## config.mk

```make
export PLATFORM = sky130hd
export DESIGN_NAME = infix_to_postfix_converter_flat
export DESIGN_NICKNAME = d
export VERILOG_FILES = /design/src/design/ifp_pkg.sv /design/src/design/ifp_infix_if.sv /design/src/design/ifp_postfix_if.sv /design/src/design/ifp_stack_mem.sv /design/src/design/ifp_out_stage.sv /design/src/design/infix_to_postfix_converter.sv /design/src/flat_wrapper.sv
export SDC_FILE = /design/constraint.sdc
export NUM_CORES = 1
export LEC_CHECK = 0
export ABC_AREA = 1
export BUFFER_PORTS_ARGS = -buffer_cell sky130_fd_sc_hd__buf_2
export CORE_MARGIN = 1
export CORE_UTILIZATION = 23
export CTS_BUF_LIST = sky130_fd_sc_hd__clkbuf_8
export DETAILED_ROUTE_END_ITERATION = 10
export HOLD_SLACK_MARGIN = 0.08
export SLEW_MARGIN = 20
export SYNTH_ARGS = -nofsm -noshare
export SYNTH_HDL_FRONTEND = slang
export SYNTH_HIERARCHICAL = 1
export SYNTH_SLANG_ARGS = --single-unit
```

## constraint.sdc

```tcl
create_clock -name clk -period 10.5 [get_ports clk]
set_clock_uncertainty 0.15 [all_clocks]
set_input_delay 2.1 -clock clk [delete_from_list [all_inputs] [get_ports clk]]
set_output_delay 2.1 -clock clk [all_outputs]
set_load 0.005 [all_outputs]
```

## src/design/ifp_pkg.sv

```systemverilog
`timescale 1ns / 1ps
`default_nettype none
// ----------------------------------------------------------------------------
// ifp_pkg
// Types, character codes and decode functions of the infix-to-postfix
// converter.
// ----------------------------------------------------------------------------
package ifp_pkg;

	// ASCII codes of interest.
	localparam logic [7:0] CH_UPPER_A = 8'd65;
	localparam logic [7:0] CH_UPPER_Z = 8'd90;
	localparam logic [7:0] CH_LOWER_A = 8'd97;
	localparam logic [7:0] CH_LOWER_Z = 8'd122;
	localparam logic [7:0] CH_POW     = 8'h5E;
	localparam logic [7:0] CH_DIV     = 8'h2F;
	localparam logic [7:0] CH_MUL     = 8'h2A;
	localparam logic [7:0] CH_PLUS    = 8'h2B;
	localparam logic [7:0] CH_MINUS   = 8'h2D;
	localparam logic [7:0] CH_LPAR    = 8'h28;
	localparam logic [7:0] CH_RPAR    = 8'h29;
	localparam logic [7:0] CH_TERM    = 8'h00;

	// Code of one operator stack entry.
	typedef enum logic [2:0] {
		OP_LPAR  = 3'd0,
		OP_PLUS  = 3'd1,
		OP_MINUS = 3'd2,
		OP_MUL   = 3'd3,
		OP_DIV   = 3'd4,
		OP_POW   = 3'd5
	} op_t;

	// What the current character asks of the sequencer.
	typedef enum logic [2:0] {
		MODE_LETTER,
		MODE_LPAR,
		MODE_OP,
		MODE_RPAR,
		MODE_IGNORE,
		MODE_FLUSH
	} mode_t;

	typedef enum logic [1:0] {
		ST_IDLE,
		ST_EVAL,
		ST_READ,
		ST_DONE
	} state_t;

	// Request from the sequencer to the output stage.
	typedef struct packed {
		logic       emit;
		logic       close;
		logic [7:0] sym;
		logic       term;
		logic       fault;
	} out_ctl_t;

	typedef struct packed {
		logic [7:0] out_symbol;
		logic       terminator;
		logic       fault;
		logic       run_end;
	} out_word_t;

	function automatic mode_t char_mode(input logic [7:0] c);
		mode_t m;
		m = MODE_IGNORE;
		if ((c >= CH_UPPER_A && c <= CH_UPPER_Z) || (c >= CH_LOWER_A && c <= CH_LOWER_Z)) begin
			m = MODE_LETTER;
		end else begin
			unique case (c)
				CH_LPAR: m = MODE_LPAR;
				CH_RPAR: m = MODE_RPAR;
				CH_PLUS, CH_MINUS, CH_MUL, CH_DIV, CH_POW: m = MODE_OP;
				default: m = MODE_IGNORE;
			endcase
		end
		return m;
	endfunction

	function automatic op_t char_op(input logic [7:0] c);
		op_t o;
		unique case (c)
			CH_PLUS:  o = OP_PLUS;
			CH_MINUS: o = OP_MINUS;
			CH_MUL:   o = OP_MUL;
			CH_DIV:   o = OP_DIV;
			CH_POW:   o = OP_POW;
			default:  o = OP_LPAR;
		endcase
		return o;
	endfunction

	function automatic logic [7:0] op_char(input op_t o);
		logic [7:0] c;
		unique case (o)
			OP_LPAR:  c = CH_LPAR;
			OP_PLUS:  c = CH_PLUS;
			OP_MINUS: c = CH_MINUS;
			OP_MUL:   c = CH_MUL;
			OP_DIV:   c = CH_DIV;
			OP_POW:   c = CH_POW;
			default:  c = CH_TERM;
		endcase
		return c;
	endfunction

	function automatic logic [1:0] op_prec(input op_t o);
		logic [1:0] p;
		unique case (o)
			OP_PLUS, OP_MINUS: p = 2'd1;
			OP_MUL, OP_DIV:    p = 2'd2;
			OP_POW:            p = 2'd3;
			default:           p = 2'd0;
		endcase
		return p;
	endfunction

endpackage
`default_nettype wire

```

## src/design/ifp_infix_if.sv

```systemverilog
`timescale 1ns / 1ps
`default_nettype none
// ----------------------------------------------------------------------------
// ifp_infix_if
// Valid/ready channel that carries one infix character word.
// ----------------------------------------------------------------------------
interface ifp_infix_if;
	logic       valid;
	logic       ready;
	logic [7:0] symbol;
	logic       final_char;

	modport source (output valid, output symbol, output final_char, input ready);
	modport sink (input valid, input symbol, input final_char, output ready);
endinterface
`default_nettype wire

```

## src/design/ifp_postfix_if.sv

```systemverilog
`timescale 1ns / 1ps
`default_nettype none
// ----------------------------------------------------------------------------
// ifp_postfix_if
// Valid/ready channel that carries one postfix result word.
// ----------------------------------------------------------------------------
interface ifp_postfix_if;
	logic       valid;
	logic       ready;
	logic [7:0] out_symbol;
	logic       terminator;
	logic       fault;
	logic       run_end;

	modport source (output valid, output out_symbol, output terminator, output fault,
		output run_end, input ready);
	modport sink (input valid, input out_symbol, input terminator, input fault,
		input run_end, output ready);
endinterface
`default_nettype wire

```

## src/design/ifp_stack_mem.sv

```systemverilog
`timescale 1ns / 1ps
`default_nettype none
// ----------------------------------------------------------------------------
// ifp_stack_mem
// Operator stack storage: one write port, one read port, registered read data.
// ----------------------------------------------------------------------------
module ifp_stack_mem #(
	parameter int DEPTH = 32,
	parameter int AW    = 5
) (
	input  logic          clk,
	input  logic          we,
	input  logic [AW-1:0] waddr,
	input  logic [2:0]    wdata,
	input  logic          re,
	input  logic [AW-1:0] raddr,
	output logic [2:0]    rdata
);

	logic [2:0] mem [DEPTH];

	always_ff @(posedge clk) begin
		if (we) begin
			mem[waddr] <= wdata;
		end
	end

	// Read data holds until the next read, so a stalled consumer keeps it.
	always_ff @(posedge clk) begin
		if (re) begin
			rdata <= mem[raddr];
		end
	end

endmodule
`default_nettype wire

```

## src/design/ifp_out_stage.sv

```systemverilog
`timescale 1ns / 1ps
`default_nettype none
// ----------------------------------------------------------------------------
// ifp_out_stage
// Holds the newest result until the next one or the end of the character is
// known, then moves it into the output register with its run_end bit.
// ----------------------------------------------------------------------------
module ifp_out_stage (
	input  logic                 clk,
	input  logic                 arst_n,
	input  ifp_pkg::out_ctl_t    ctl,
	output logic                 room,
	output logic                 valid,
	input  logic                 ready,
	output ifp_pkg::out_word_t   word
);

	logic               pend_valid_q;
	logic [7:0]         pend_sym_q;
	logic               pend_term_q;
	logic               pend_fault_q;
	logic               out_valid_q;
	ifp_pkg::out_word_t out_q;
	logic               out_free;
	logic               load_out;

	assign out_free = !out_valid_q || ready;
	assign room     = !pend_valid_q || out_free;
	assign load_out = pend_valid_q && out_free && (ctl.emit || ctl.close);
	assign valid    = out_valid_q;
	assign word     = out_q;

	always_ff @(posedge clk or negedge arst_n) begin
		if (!arst_n) begin
			pend_valid_q <= 1'b0;
			out_valid_q  <= 1'b0;
		end else begin
			if (ctl.emit) begin
				pend_valid_q <= 1'b1;
			end else if (load_out) begin
				pend_valid_q <= 1'b0;
			end
			if (load_out) begin
				out_valid_q <= 1'b1;
			end else if (ready) begin
				out_valid_q <= 1'b0;
			end
		end
	end

	always_ff @(posedge clk) begin
		if (ctl.emit) begin
			pend_sym_q   <= ctl.sym;
			pend_term_q  <= ctl.term;
			pend_fault_q <= ctl.fault;
		end
		if (load_out) begin
			out_q.out_symbol <= pend_sym_q;
			out_q.terminator <= pend_term_q;
			out_q.fault      <= pend_fault_q;
			out_q.run_end    <= ctl.close;
		end
	end

endmodule
`default_nettype wire

```

## src/design/infix_to_postfix_converter.sv

```systemverilog
`timescale 1ns / 1ps
`default_nettype none
// ----------------------------------------------------------------------------
// infix_to_postfix_converter
// Shunting-yard converter from infix characters to postfix characters.
// ----------------------------------------------------------------------------
// The block takes one infix character word at a time and returns its postfix
// result words. Letters pass straight through, operators wait on a stack of
// STACK_DEPTH entries and leave it by precedence, and the word marked
// final_char flushes the stack and ends with a terminator word (out_symbol 0).
// run_end marks the last result word of each input word; fault is a sticky
// flag for unmatched parentheses and stack overflow that only reset clears.
// One character is worked on at a time. A character is accepted in ST_IDLE,
// evaluated in ST_EVAL and closed in ST_DONE, whether it gives a result or
// not, and it stays in ST_EVAL while it pops operators; a final character
// also passes ST_READ for a stack re-read, pops every entry left on the
// stack and gives the terminator word. A word that is due while the output
// register is still held by the consumer waits in ST_EVAL or ST_DONE. Each
// pop reads the next stack entry from the synchronous stack memory, which
// returns it in the next cycle. The newest result is held back one step
// until it is known whether it is the last of its character, and a
// separate output register lets the next character be taken while the
// last word still waits for the consumer.
// ----------------------------------------------------------------------------
module infix_to_postfix_converter #(
	parameter int STACK_DEPTH = 32
) (
	input  logic                 clk,
	input  logic                 arst_n,
	ifp_infix_if.sink            infix,
	ifp_postfix_if.source        postfix
);

	// Count must hold STACK_DEPTH itself; addresses only reach STACK_DEPTH-1.
	localparam int CW = $clog2(STACK_DEPTH + 1);
	localparam int AW = (STACK_DEPTH > 1) ? $clog2(STACK_DEPTH) : 1;

	ifp_pkg::state_t    state_q, state_d;
	ifp_pkg::mode_t     mode_q;
	logic [7:0]         sym_q;
	logic               fin_q;
	ifp_pkg::op_t       opc_q;
	logic [CW-1:0]      count_q;
	logic               err_q;

	logic [2:0]         rd_data;
	ifp_pkg::op_t       top_op;
	logic               has_top;
	logic               full;
	logic [CW-1:0]      cnt_m1;
	logic [CW-1:0]      cnt_m2;
	logic               accept;

	// Decisions for the character under work in ST_EVAL.
	logic               emit_req;
	logic [7:0]         emit_sym;
	logic               emit_term;
	logic               pop_req;
	logic               push_req;
	ifp_pkg::op_t       push_code;
	logic               err_req;
	logic               step_fin;
	logic               go;
	logic               step_end;

	logic               mem_we;
	logic [AW-1:0]      mem_waddr;
	logic [2:0]         mem_wdata;
	logic               mem_re;
	logic [AW-1:0]      mem_raddr;

	ifp_pkg::out_ctl_t  ctl;
	logic               room;
	ifp_pkg::out_word_t word;

	// The stack top is whatever the memory returned for entry count-1.
	assign top_op  = ifp_pkg::op_t'(rd_data);
	assign has_top = (count_q != '0);
	assign full    = (count_q >= CW'(STACK_DEPTH));
	assign cnt_m1  = count_q - CW'(1);
	assign cnt_m2  = count_q - CW'(2);
	assign accept  = infix.valid && infix.ready;

	always_comb begin
		emit_req  = 1'b0;
		emit_sym  = ifp_pkg::CH_TERM;
		emit_term = 1'b0;
		pop_req   = 1'b0;
		push_req  = 1'b0;
		push_code = ifp_pkg::OP_LPAR;
		err_req   = 1'b0;
		step_fin  = 1'b0;
		case (mode_q)
			ifp_pkg::MODE_LETTER: begin
				emit_req = 1'b1;
				emit_sym = sym_q;
				step_fin = 1'b1;
			end
			ifp_pkg::MODE_LPAR: begin
				push_req = 1'b1;
				step_fin = 1'b1;
			end
			ifp_pkg::MODE_OP: begin
				// Pop while the top binds at least as tightly as the newcomer.
				if (has_top && top_op != ifp_pkg::OP_LPAR &&
					ifp_pkg::op_prec(top_op) >= ifp_pkg::op_prec(opc_q)) begin
					emit_req = 1'b1;
					emit_sym = ifp_pkg::op_char(top_op);
					pop_req  = 1'b1;
				end else begin
					push_req  = 1'b1;
					push_code = opc_q;
					step_fin  = 1'b1;
				end
			end
			ifp_pkg::MODE_RPAR: begin
				if (has_top && top_op != ifp_pkg::OP_LPAR) begin
					emit_req = 1'b1;
					emit_sym = ifp_pkg::op_char(top_op);
					pop_req  = 1'b1;
				end else if (has_top) begin
					// Matching opening parenthesis is dropped.
					pop_req  = 1'b1;
					step_fin = 1'b1;
				end else begin
					err_req  = 1'b1;
					step_fin = 1'b1;
				end
			end
			ifp_pkg::MODE_FLUSH: begin
				if (has_top) begin
					pop_req = 1'b1;
					if (top_op == ifp_pkg::OP_LPAR) begin
						err_req = 1'b1;
					end else begin
						emit_req = 1'b1;
						emit_sym = ifp_pkg::op_char(top_op);
					end
				end else begin
					emit_req  = 1'b1;
					emit_term = 1'b1;
					step_fin  = 1'b1;
				end
			end
			default: begin
				step_fin = 1'b1;
			end
		endcase
	end

	// Nothing happens in a cycle whose result finds no room downstream.
	assign go       = (state_q == ifp_pkg::ST_EVAL) && (!emit_req || room);
	assign step_end = go && step_fin;

	// Next state.
	always_comb begin
		state_d = state_q;
		unique case (state_q)
			ifp_pkg::ST_IDLE: begin
				if (accept) begin
					state_d = ifp_pkg::ST_EVAL;
				end
			end
			ifp_pkg::ST_EVAL: begin
				if (step_end) begin
					if (fin_q && mode_q != ifp_pkg::MODE_FLUSH) begin
						state_d = ifp_pkg::ST_READ;
					end else begin
						state_d = ifp_pkg::ST_DONE;
					end
				end
			end
			ifp_pkg::ST_READ: begin
				state_d = ifp_pkg::ST_EVAL;
			end
			ifp_pkg::ST_DONE: begin
				if (room) begin
					state_d = ifp_pkg::ST_IDLE;
				end
			end
			default: begin
				state_d = ifp_pkg::ST_IDLE;
			end
		endcase
	end

	// Outputs of the sequencer. A push is always followed by ST_READ or ST_DONE
	// before the stack is read again, so a read never meets a write to the
	// same entry in one cycle.
	always_comb begin
		infix.ready = 1'b0;
		mem_re      = 1'b0;
		mem_raddr   = cnt_m1[AW-1:0];
		unique case (state_q)
			ifp_pkg::ST_IDLE: begin
				infix.ready = 1'b1;
				mem_re      = has_top;
			end
			ifp_pkg::ST_READ: begin
				mem_re = has_top;
			end
			ifp_pkg::ST_EVAL: begin
				mem_re    = go && pop_req && (count_q > CW'(1));
				mem_raddr = cnt_m2[AW-1:0];
			end
			default: begin
				mem_re = 1'b0;
			end
		endcase
		mem_we    = go && push_req && !full;
		mem_waddr = count_q[AW-1:0];
		mem_wdata = push_code;
		ctl.emit  = go && emit_req;
		ctl.close = (state_q == ifp_pkg::ST_DONE);
		ctl.sym   = emit_sym;
		ctl.term  = emit_term;
		ctl.fault = err_q;
	end

	always_ff @(posedge clk or negedge arst_n) begin
		if (!arst_n) begin
			state_q <= ifp_pkg::ST_IDLE;
			mode_q  <= ifp_pkg::MODE_IGNORE;
			fin_q   <= 1'b0;
			count_q <= '0;
			err_q   <= 1'b0;
		end else begin
			state_q <= state_d;
			if (accept) begin
				mode_q <= ifp_pkg::char_mode(infix.symbol);
				fin_q  <= infix.final_char;
			end else if (step_end && fin_q && mode_q != ifp_pkg::MODE_FLUSH) begin
				mode_q <= ifp_pkg::MODE_FLUSH;
			end
			if (go && pop_req) begin
				count_q <= cnt_m1;
			end else if (go && push_req && !full) begin
				count_q <= count_q + CW'(1);
			end
			// A push onto a full stack is dropped and flagged.
			if (go && (err_req || (push_req && full))) begin
				err_q <= 1'b1;
			end
		end
	end

	always_ff @(posedge clk) begin
		if (accept) begin
			sym_q <= infix.symbol;
			opc_q <= ifp_pkg::char_op(infix.symbol);
		end
	end

	ifp_stack_mem #(
		.DEPTH (STACK_DEPTH),
		.AW    (AW)
	) u_stack_mem (
		.clk   (clk),
		.we    (mem_we),
		.waddr (mem_waddr),
		.wdata (mem_wdata),
		.re    (mem_re),
		.raddr (mem_raddr),
		.rdata (rd_data)
	);

	ifp_out_stage u_out_stage (
		.clk    (clk),
		.arst_n (arst_n),
		.ctl    (ctl),
		.room   (room),
		.valid  (postfix.valid),
		.ready  (postfix.ready),
		.word   (word)
	);

	assign postfix.out_symbol = word.out_symbol;
	assign postfix.terminator = word.terminator;
	assign postfix.fault      = word.fault;
	assign postfix.run_end    = word.run_end;

endmodule
`default_nettype wire

```

## src/flat_wrapper.sv

```systemverilog
// flat-port wrapper written by rule: the top's interface ports become plain ports
module infix_to_postfix_converter_flat 
#(
	parameter int STACK_DEPTH = 32
)
  (clk, arst_n, infix_valid, infix_symbol, infix_final_char, infix_ready, postfix_valid, postfix_out_symbol, postfix_terminator, postfix_fault, postfix_run_end, postfix_ready);
  ifp_infix_if infix_i ();
  ifp_postfix_if postfix_i ();
  input  logic clk;
  input  logic arst_n;
  input wire logic [$bits(infix_i.valid)-1:0] infix_valid;
  input wire logic [$bits(infix_i.symbol)-1:0] infix_symbol;
  input wire logic [$bits(infix_i.final_char)-1:0] infix_final_char;
  output wire logic [$bits(infix_i.ready)-1:0] infix_ready;
  output wire logic [$bits(postfix_i.valid)-1:0] postfix_valid;
  output wire logic [$bits(postfix_i.out_symbol)-1:0] postfix_out_symbol;
  output wire logic [$bits(postfix_i.terminator)-1:0] postfix_terminator;
  output wire logic [$bits(postfix_i.fault)-1:0] postfix_fault;
  output wire logic [$bits(postfix_i.run_end)-1:0] postfix_run_end;
  input wire logic [$bits(postfix_i.ready)-1:0] postfix_ready;
  assign infix_i.valid = infix_valid;
  assign infix_i.symbol = infix_symbol;
  assign infix_i.final_char = infix_final_char;
  assign infix_ready = infix_i.ready;
  assign postfix_valid = postfix_i.valid;
  assign postfix_out_symbol = postfix_i.out_symbol;
  assign postfix_terminator = postfix_i.terminator;
  assign postfix_fault = postfix_i.fault;
  assign postfix_run_end = postfix_i.run_end;
  assign postfix_i.ready = postfix_ready;
  infix_to_postfix_converter #(.STACK_DEPTH(STACK_DEPTH)) u_core (.clk(clk), .arst_n(arst_n), .infix(infix_i), .postfix(postfix_i));
endmodule
```

Word level (Yosys, flattened, before mapping) --
Memories as Yosys holds them, arrays and structs flattened. A register that Yosys moved wholly into a read port is not among the register bits. Cells that the tools add are included.
Operators by class: add/subtract/negate cells 3, $lt $le $gt $ge 7, reduce and logical (&&, ||, !) cells 45, equality and inequality tests 28, mux-type cells 51
Operator list (count):
- $eq 8x6->1 const B | 6
- $pmux 7 s6 | 1
- $pmux 7 s5 | 1
- $mux 8 | 4
- $pmux 8 s4 | 1
- $mux 1 | 20
- $logic_and 1x1->1 | 19
- $eq 3x2->1 const B | 6
- $ge 8x7->1 const B | 2
- $le 8x7->1 const B | 2
- $eq 3x3->1 const B | 5
- $mux 3 | 5
- $pmux 3 s5 | 1
- $mux 6 | 2
- $pmux 2 s3 | 2
- $mux 2 | 5
- $reduce_or 2->1 | 5
- $eq 3x1->1 const B | 3
- $pmux 3 s3 | 1
- $eq 8x7->1 const B | 1
- $pmux 2 s4 | 1
- $reduce_bool 2->1 | 4
- $add 6x1->6 const B | 1
- $ge 6x6->1 const B | 1
- other kinds (20) | 35
Word-level totals: input port bits 13, memories 1, logic and storage cells 151, memory bits (writable) 96, output and inout bits 13, register bits 47
Memories:
- u_core.u_stack_mem.mem | words 32, bits a word 3, rd ports 1, clocked after Yosys merged registers in 1, wr ports 1, line ifp_stack_mem.sv:20 | logic [2:0] mem [DEPTH];

Logic depth before layout (Yosys ltp) --
Gate-level depths: netlist of run 1.
depth after elaboration 16, gate-level depth with buffers 18, depth with buffers taken out 18

By module --
Netlist of run 1, hierarchy kept.
By module, submodules not included:
- ifp_stack_mem | cells each 377, area each 4157.7 um2, instances 1
- infix_to_postfix_converter | cells each 270, area each 1991.9 um2, instances 1
- ifp_out_stage | cells each 34, area each 730.7 um2, instances 1

Worst setup path after synthesis of run 1 --
Ideal clock, no wire load.
path kind input to register, start in postfix_ready, end reg, netlist name u_core/u_out_stage/word[0], arrival time 3.416 ns, path buffers 0, setup slack 6.556 ns, library setup time 0.378 ns, stages on the path 10, cell sequence nor2_2 -> nand2_1 -> inv_1 -> nand2_8 -> nand2_1 -> inv_1 -> nand2_1 -> inv_1 -> o21ai_1 -> nor2_1
RTL lines:
- from (decl) | line flat_wrapper.sv:20 | input wire logic [$bits(postfix_i.ready)-1:0] postfix_ready;

==> impl_metrics.toml, run 1 <==
[global_routing]
grt-ovfl-total = 0
track_usage = 0.1001
grt_start_max_net_pins = 50
antenna_found_initial = 0
grt_pass1_wl_mm = 23.56
grt_pass1_vias = 4638

[timing]
slew_viol_final = 0
slew_headroom = 0.4225
max_freq_mhz = 251.3
setup_tns_ps = 0
hold_slack_ps = 267.5
hold_violations = 0
rsz0062_at_grt = "false"
finalSetupViolCount = 0
final.setup.worst_slack_ps = 6521
fin_crit_ps = 3979
fin_crit_sh = 0.3790
worst_pin_slew_ps = 863.1

[drt]
first_pass_iters = 7
num_vias = 4681
remaining_drc_errors = 0
routedWlPerCell_um = 13.11
drt_iter0_drc = 272
via_per_inst = 4.229
antenna_left = 0
routed_wl_mm = 14.52

[run]
cap_violations = 0

[synthesis]
syn_nets = 702
yosysMostFrequentCell = "nand2_1"
synthCells = 681
synthesis.area_um2 = 6880
synth_edf_count = 131
ys.flop_type = "edfxtp_1"
synthArstFlopShare = 0.1027
yosysTopAreaCellShare = 0.5717
yosysTopAreaCell = "edfxtp_1"
yosysWarningCount = 6
seq_area_frac_synth = 0.6265
synthTopCellsByCount = "nand2_1, edfxtp_1, nand3_1"
postSynthAreaPerCell_um2 = 10.10
ys_ff_latch = 146
ys_types = 44
synth_area_leaders = "edfxtp_1, nand2_1, nand3_1"

[placement]
dp.final_hpwl_mm = 9.897
globalplace.congestion = 0.7982
dp_cells = 1075
port_buffers = 25
dp_slack_ps = 6034

[cells_and_area]
multi_input_area_um2 = 2252
n_antenna_cell = 0
fin_cells = 1107
layout.nets = 731
n_fill_cell = 3050
drive_above_1_share = 0.1355
final-seq-area_um2 = 4310
syn_to_final_growth_pct = 13.60

[clock_network]
cts_tree = "yes"
postCtsSetupRepairBufs = 0
cts_resized = 0
cts_buffer_depth = 2
cts.sinks = 146
clock_latency_ps = 450
root_buffer = "clkbuf_8"
h-tree-depth = 4
cts_made_buffers = 17
path_clk_slew_ps = 80
cts_hold_buf = 0

[die]
die_area_um2 = 30610
rows = 62
die_y_um = 175.0
start_util = 0.2365
core-area_um2 = 29090
die-width_um = 175.0
io_pins = 26

[worst_setup_path]
reg2reg_depth = 16
start_kind = "primary input"
critPathRequiredTime_ps = 10420
cp_max_fo = 13
r2r_end = "u_core/u_out_stage/word[7]$_DFFE_PP_"
r2r_start = "u_core/u_stack_mem/rdata[2]$_DFFE_PP_"
worstSetupPathType = "primary input to flop"
critPathCaptureType = "flop"
arrival_ps = 3900
regToRegSetupSlack_ps = 6680
crit_path_end = "u_core/u_out_stage/word[7]$_DFFE_PP_"
crit_start = "postfix_ready"

[power]
irDropWorstVdd_uv = 119.7
powerDensity_nw_per_um2 = 284.5
p_leak_uw = 0.003191

[min_path]
hold_class = "flop to flop"

[outcome]
status = "finished clean"
cell families (layout without fill, tap and decap cells):
kind of cell,Yosys count,in the layout,synth area share
compound gates,31,31,0.02983
fa+ha+maj,8,8,0.01455
xor+xnor,10,10,0.01273
flops,146,146,0.6265
mux,1,1,0.001455
simple gates,407,407,0.2644
buf+inv,78,120,0.05055
area by class of cell:
| class | instances | area share |
|---|---|---|
| Sequential cell | 146 | 0.5515 |
| Multi-Input combinational cell | 457 | 0.2881 |
| Tap cell | 384 | 0.06147 |
| Clock buffer | 17 | 0.02993 |
| Inverter | 57 | 0.02737 |
| Timing Repair Buffer | 31 | 0.02177 |
| Clock inverter | 15 | 0.01985 |
registers in the layout (all words and copies together) (netlist names), 2 cells and up:
name	flops
u_core/state_q	2
u_core/opc_q	3
u_core/u_out_stage/pend_sym_q	8
u_core/count_q	6
u_core/u_stack_mem/rdata	3
u_core/u_stack_mem/mem	96
u_core/u_out_stage/word	11
u_core/mode_q	3
u_core/sym_q	8
metrics by stage:
step | total power [uW] | cell area [um^2] | utilization
5_1_grt | 2399 | 7816 | 0.2687
3_3_place_gp | 1797 | 7427 | 0.2553
4_1_cts | 2245 | 7816 | 0.2687
2_1_floorplan | 1569 | 6880 | -
6_report | 2224 | 7816 | 0.2687
3_5_place_dp | 1815 | 7427 | 0.2553
layer usage:
| metal | GRT usage | wire length [um] | vias up | part of all wire |
|---|---|---|---|---|
| met4 | 0.03949 | 145 | 0 | 0.010 |
| met1 | 0.1189 | 6590 | 2229 | 0.45 |
| li1 | - | - | 2370 | - |
| met5 | 0 | 0 | - | 0 |
| met3 | 0.02219 | 593 | 12 | 0.041 |
| met2 | 0.1748 | 7187 | 70 | 0.50 |
worst min-delay path by stage:
stage | start | end | slack, ps | depth (start not counted)
after global routing | u_core/u_out_stage/pend_sym_q[6]$_DFFE_PP_ | u_core/u_out_stage/word[9]$_DFFE_PP_ | 280 | 0
after CTS | u_core/u_out_stage/pend_sym_q[6]$_DFFE_PP_ | u_core/u_out_stage/word[9]$_DFFE_PP_ | 270 | 0
final | u_core/u_out_stage/pend_sym_q[6]$_DFFE_PP_ | u_core/u_out_stage/word[9]$_DFFE_PP_ | 270 | 0
after detailed placement | u_core/u_out_stage/pend_sym_q[6]$_DFFE_PP_ | u_core/u_out_stage/word[9]$_DFFE_PP_ | 260 | 0
after global placement | u_core/u_out_stage/pend_sym_q[2]$_DFFE_PP_ | u_core/u_out_stage/word[5]$_DFFE_PP_ | 250 | 0
after floorplan | u_core/u_out_stage/pend_sym_q[7]$_DFFE_PP_ | u_core/u_out_stage/word[10]$_DFFE_PP_ | 250 | 0
critical path, stage by stage:
cell     delay [ps]
buf_2            90
nor2_2           50
nand2_1          50
inv_1           110
nand2_8         130
nand2_1          80
inv_1            90
nand2_1          50
inv_1           340
o21ai_1         130
nor2_1          670
where the power goes:
group / switching (uW) / internal (uW) / total [uW]
Clock: 214 / 213 / 427
Combinational: 696 / 301 / 997
Sequential: 66.9 / 733 / 800
Total: 977 / 1250 / 2220
placed cells by master (no fill, tap or decap), types with 2 or more instances in the layout:
master	Yosys	final
edfxtp_1	131	131
o21ai_1	2	2
buf_2	8	25
inv_6	0	4
bufinv_16	0	2
clkinvlp_4	0	2
nand3_4	3	3
and3_1	2	2
inv_2	10	10
xnor2_1	2	2
o21ai_0	8	7
buf_4	6	6
o22ai_1	2	2
o21bai_1	3	3
clkinv_1	1	2
xor2_1	8	7
nand2_2	7	7
inv_1	46	48
nor2_2	4	7
dfrtp_1	14	14
nand3b_1	2	2
nand3_1	109	109
nor3_1	5	5
ha_1	8	8
nand2_1	210	210
nand4_1	7	7
nor2_1	53	50
a21oi_1	7	7
clkinv_4	0	2
clkbuf_8	0	17
Power figures use the tool's default switching activity.
==> run 2, diff against run 1 <==
==> constraint.sdc (replaced) <==
create_clock -name clk -period 3.93 [get_ports clk]
set_clock_uncertainty 0.15 [all_clocks]
set_input_delay 0.786 -clock clk [delete_from_list [all_inputs] [get_ports clk]]
set_output_delay 0.786 -clock clk [all_outputs]
set_load 0.005 [all_outputs]
==> run 2 against run 1 <==
Compared with the run above: worst hold slack improved by 7.5 ps; sequential power increased to 2.7 times the previous value; worst setup slack got worse by 6100 ps; power increased to 2.7 times the previous value; sequential share of layout area decreased by 0.52 points; final cell count increased by 0.54%; utilization increased by 0.26 points; register-to-register slack got worse by 6300 ps; flip-flop and latch count unchanged; highest routed layer unchanged; via count increased by 0.85%.
==> impl_metrics.toml, run 2 (same netlist as run 1, synthesis figures left out) <==
[cells_and_area]
fin_util = 0.2713
syn_to_final_growth_pct = 14.69
layout.nets = 737
fin_area_um2 = 7891
fin_cells = 1113
final_common_cell = "nand2_1"
drive_above_1_share = 0.1427
n_antenna_cell = 0
largest_reg_flops = 96
layout_common_cells = "nand2_1, edfxtp_1, nand3_1"
regMostFlops = "u_core/u_stack_mem/mem"
n_fill_cell = 3019

[drt]
first_pass_iters = 5
num_vias = 4721
drt_iter0_drc = 339
remaining_drc_errors = 0
via_per_inst = 4.242
routedWlPerCell_um = 13.15
antenna_left = 0
routed_wl_mm = 14.64

[die]
start_util = 0.2365
core-area_um2 = 29090
die_area_um2 = 30610
io_pins = 26
die-width_um = 175.0
die_y_um = 175.0
rows = 62

[clock_network]
root_buffer = "clkbuf_8"
clock_latency_ps = 450
cts.sinks = 146
cts_tree = "yes"
cts_resized = 0
cts_buffer_depth = 2
h-tree-depth = 4
cts_made_buffers = 17
path_clk_slew_ps = 80

[timing]
hold_violations = 0
slew_viol_final = 0
fin_crit_sh = 0.9008
slew_headroom = 0.4747
setup_tns_ps = 0
max_freq_mhz = 282.5
rsz0062_at_grt = "false"
fin_crit_ps = 3540
finalSetupViolCount = 0
worst_pin_slew_ps = 786.8
hold_slack_ps = 275.0

[global_routing]
grt_pass1_vias = 4796
grt-ovfl-total = 0
grt_start_max_net_pins = 49
track_usage = 0.1020
antenna_found_initial = 0
grt_pass1_wl_mm = 24.23

[worst_setup_path]
r2r_end = "u_core/u_stack_mem/mem[27][1]$_DFFE_PP_"
cp_max_fo = 8
critPathCaptureType = "flop"
worstSetupPathType = "flop to flop"
critPathRequiredTime_ps = 3900
start_kind = "flop"
reg2reg_depth = 14
arrival_ps = 3510
regToRegSetupSlack_ps = 390
r2r_start = "u_core/u_stack_mem/rdata[2]$_DFFE_PP_"

[placement]
globalplace.congestion = 0.8253
dpl-instance-area_um2 = 7465
dp_cells = 1080
dp.final_hpwl_mm = 9.953
port_buffers = 25

[power]
irDropWorstVdd_uv = 427.2
powerDensity_nw_per_um2 = 769.6
p_leak_uw = 0.003226

[min_path]
min_to = "u_core/u_out_stage/word[5]$_DFFE_PP_"
hold_start = "u_core/u_out_stage/pend_sym_q[2]$_DFFE_PP_"
whs_path_depth = 0
hold_class = "flop to flop"

[outcome]
status = "finished clean"

[run]
cap_violations = 0
==> run 2: cell count changes in the layout (fill, tap and decap cells not counted), sizes merged <==
cell / previous run / this run
inv: 63 / 61
buf: 31 / 36
dlygate4sd3: 0 / 1
bufinv: 2 / 3
clkinvlp: 2 / 3
==> run 2: worst max-delay path: stages (launching register included) <==
cell	delay (ps)
edfxtp_1	470
nor2_2	230
inv_1	80
o22ai_1	160
nor2_1	70
ha_1	300
nand2_1	70
nand3_1	130
nand3_1	110
nand2_1	160
a21oi_2	220
nand3_4	140
inv_1	150
nand3_1	400
nor2_1	390
==> run 2: cell type report <==
class                      count  area, um^2  area share
sequential                   146        4310      0.5462
multi-input combinational    457        2252      0.2854
tap                          384       480.5     0.06088
clock buffer                  17       234.0     0.02965
timing repair buffer          37       217.7     0.02759
inverter                      57       214.0     0.02711
clock inverter                15       182.7     0.02315
==> run 2: worst max path at each step <==
stage	cells after the start	end	slack, ps	from
floorplan	16	u_core/u_out_stage/word[0]$_DFFE_PP_	620	u_core/u_stack_mem/rdata[2]$_DFFE_PP_
global placement	14	u_core/u_stack_mem/mem[3][1]$_DFFE_PP_	420	u_core/u_stack_mem/rdata[2]$_DFFE_PP_
detailed placement	14	u_core/u_stack_mem/mem[16][1]$_DFFE_PP_	360	u_core/u_stack_mem/rdata[2]$_DFFE_PP_
CTS	14	u_core/u_stack_mem/mem[16][1]$_DFFE_PP_	310	u_core/u_stack_mem/rdata[2]$_DFFE_PP_
global route	14	u_core/u_stack_mem/mem[1][2]$_DFFE_PP_	50	u_core/u_stack_mem/rdata[2]$_DFFE_PP_
finish	14	u_core/u_stack_mem/mem[27][1]$_DFFE_PP_	390	u_core/u_stack_mem/rdata[2]$_DFFE_PP_
==> run 2: per-stage QoR <==
stage | setup slack, ps | total power (uW)
6_report | 389.8 | 6073
4_1_cts | 314.6 | 6140
5_1_grt | 54.11 | 6575
2_1_floorplan | 618.5 | 4192
3_3_place_gp | 420.4 | 4881
3_5_place_dp | 363.5 | 4902
==> run 2: report_power, final <==
part	switching, uW	total (uW)	internal (uW)
clock network	583	1220	635
logic	1900	2740	843
registers	160	2120	1960
total	2640	6070	3430
==> run 2: timing repair <==
item / in CTS / in global routing
hold buffers: 1 / 0
hold endpoints to repair: 12 / 0
buffers inserted: 0 / 0
==> run 2: metal layers <==
metal / global-route usage / routed length [um] / part of all wire / up-vias
li1: - / - / - / 2374
met1: 0.1225 / 6293 / 0.43 / 2234
met2: 0.1728 / 7318 / 0.50 / 101
met3: 0.02437 / 861 / 0.059 / 12
met4: 0.04529 / 166 / 0.011 / 0
met5: 0 / 0 / 0 / -
==> run 3, diff against run 2 <==
==> constraint.sdc (replaced) <==
create_clock -name clk -period 3.6 [get_ports clk]
set_clock_uncertainty 0.15 [all_clocks]
set_input_delay 0.72 -clock clk [delete_from_list [all_inputs] [get_ports clk]]
set_output_delay 0.72 -clock clk [all_outputs]
set_load 0.005 [all_outputs]
==> run 3 against run 2 <==
Compared with the run above: worst setup slack worse by 35 ps; sequential power grew 8%; design area increased by 0.38%; combinational power up 9.9%; critical path type unchanged; highest routed layer unchanged.
==> impl_metrics.toml, run 3 (same netlist as run 1, synthesis figures left out) <==
[outcome]
status = "finished clean"

[placement]
dp_cells = 1087
dpl-instance-area_um2 = 7517
dp.final_hpwl_mm = 10.23
globalplace.congestion = 0.8128
port_buffers = 25

[worst_setup_path]
regToRegSetupSlack_ps = 350
crit_path_end = "u_core/u_stack_mem/mem[14][2]$_DFFE_PP_"
worstSetupPathType = "flop to flop"
cp.depth = 15
cp_max_fo = 9
critPathBufInv = 3
cp_slowest_stage_delay_ps = 480
cpLargestDelayFamily = "simple AND/OR/NAND/NOR gates"
crit_start = "u_core/u_stack_mem/rdata[2]$_DFFE_PP_"
r2r_start = "u_core/u_stack_mem/rdata[2]$_DFFE_PP_"
r2r_end = "u_core/u_stack_mem/mem[14][2]$_DFFE_PP_"
critPathRequiredTime_ps = 3580
slowest_stage = "edfxtp_1"
reg2reg_depth = 15
arrival_ps = 3220
start_kind = "flop"
critPathCaptureType = "flop"
path_cells = "nor2_2 > inv_1 > o22ai_1 > nor2_1 > ha_1 > nand2_1 > nand3_1 > o211ai_2 > nand2_4 > nand2_8 > nand3_4 > inv_1 > nand3_1 > buf_4 > nor2_1"

[clock_network]
root_buffer = "clkbuf_8"
cts_buffer_depth = 2
clock_latency_ps = 450
cts_made_buffers = 17
path_clk_slew_ps = 90
cts_resized = 0
postCtsSetupRepairBufs = 0
h-tree-depth = 4
cts.sinks = 146
cts_tree = "yes"

[drt]
wl_met1_mm = 6.707
antenna_left = 0
remaining_drc_errors = 0
drt_iter0_drc = 337
wl_met3_um = 579
wl_met2_mm = 7.271
routed_wl_mm = 14.86
top_layer = "met4"
first_pass_iters = 6
via_per_inst = 4.221
routedWlPerCell_um = 13.27
num_vias = 4727

[run]
cap_violations = 0

[cells_and_area]
layout_common_cells = "nand2_1, edfxtp_1, nand3_1"
final_common_cell = "nand2_1"
fin_util = 0.2723
fin_cells = 1120
syn_to_final_growth_pct = 15.13
regMostFlops = "u_core/u_stack_mem/mem"
layout.nets = 744
largest_reg_flops = 96
fin_area_um2 = 7921
n_fill_cell = 3037
drive_above_1_share = 0.1535
n_antenna_cell = 0

[power]
p_leak_uw = 0.003243
p_total_uw = 6561
irDropWorstVdd_uv = 709.5
powerDensity_nw_per_um2 = 828.3

[timing]
slew_headroom = 0.4775
rsz0062_at_grt = "false"
max_freq_mhz = 308.2
fin_crit_ps = 3245
hold_violations = 0
slew_viol_final = 0
setup_tns_ps = 0
finalSetupViolCount = 0
worst_pin_slew_ps = 782.7
fin_crit_sh = 0.9014

[global_routing]
grt_pass1_vias = 4774
grt_start_max_net_pins = 49
track_usage = 0.1015
antenna_found_initial = 0
grt_pass1_wl_mm = 23.98
grt-ovfl-total = 0

[die]
start_util = 0.2365
die_area_um2 = 30610
die-width_um = 175.0
core-area_um2 = 29090
rows = 62
die_y_um = 175.0
io_pins = 26

[min_path]
hold_class = "flop to flop"
## run 3: per-layer routing
| layer | track usage | vias to the layer above |
|---|---|---|
| li1 | - | 2395 |
| met1 | 0.1208 | 2233 |
| met2 | 0.1749 | 81 |
| met3 | 0.02415 | 18 |
| met4 | 0.04203 | 0 |
| met5 | 0 | - |
## run 3: where the power goes
| part | switching, uW | leakage (uW) | total, uW | internal (uW) |
|---|---|---|---|---|
| sequential | 168 | 0.00159 | 2300 | 2140 |
| combinational | 2080 | 0.00146 | 3010 | 927 |
| clock | 723 | 0.000192 | 1250 | 524 |
| total | 2980 | 0.00324 | 6560 | 3590 |
## run 3: worst min path at each step
stage	from	end	slack, ps	cells past startpoint
2_1_floorplan	u_core/u_out_stage/pend_sym_q[7]$_DFFE_PP_	u_core/u_out_stage/word[10]$_DFFE_PP_	250	0
3_3_place_gp	u_core/u_out_stage/pend_sym_q[7]$_DFFE_PP_	u_core/u_out_stage/word[10]$_DFFE_PP_	250	0
3_5_place_dp	u_core/u_out_stage/pend_sym_q[6]$_DFFE_PP_	u_core/u_out_stage/word[9]$_DFFE_PP_	260	0
4_1_cts	u_core/u_out_stage/pend_sym_q[6]$_DFFE_PP_	u_core/u_out_stage/word[9]$_DFFE_PP_	280	0
5_1_grt	u_core/u_out_stage/pend_sym_q[6]$_DFFE_PP_	u_core/u_out_stage/word[9]$_DFFE_PP_	280	0
6_report	u_core/u_out_stage/pend_sym_q[6]$_DFFE_PP_	u_core/u_out_stage/word[9]$_DFFE_PP_	280	0
## run 3: metrics by stage
stage               hold slack [ps]  worst slack, ps
floorplan                     250.3            288.5
global placement              251.0            471.7
detailed placement            256.2            390.2
CTS                           277.2            383.3
global route                  279.4            67.30
finish                        275.9            354.9
## run 3: worst reg2reg max path, delay by kind of cell, from the launching register on
kind            cells  cell delay (ps)
simple gates        9             1170
compound gates      2              400
flops               1              480
fa+ha+maj           1              290
buf+inv             3              450
## run 3: what timing repair did
action                     in CTS  in global routing
hold buffers                    1                  0
hold endpoints to repair       14                  0
setup endpoints to repair       0                  0
## run 3: layout make-up
cell class / instances / area (um^2) / area share
clock buffer: 17 / 234.0 / 0.02954
clock inverter: 15 / 160.2 / 0.02022
inverter: 57 / 214.0 / 0.02701
multi-input combinational: 457 / 2252 / 0.2843
sequential: 146 / 4310 / 0.5441
tap: 384 / 480.5 / 0.06065
timing repair buffer: 44 / 270.3 / 0.03412
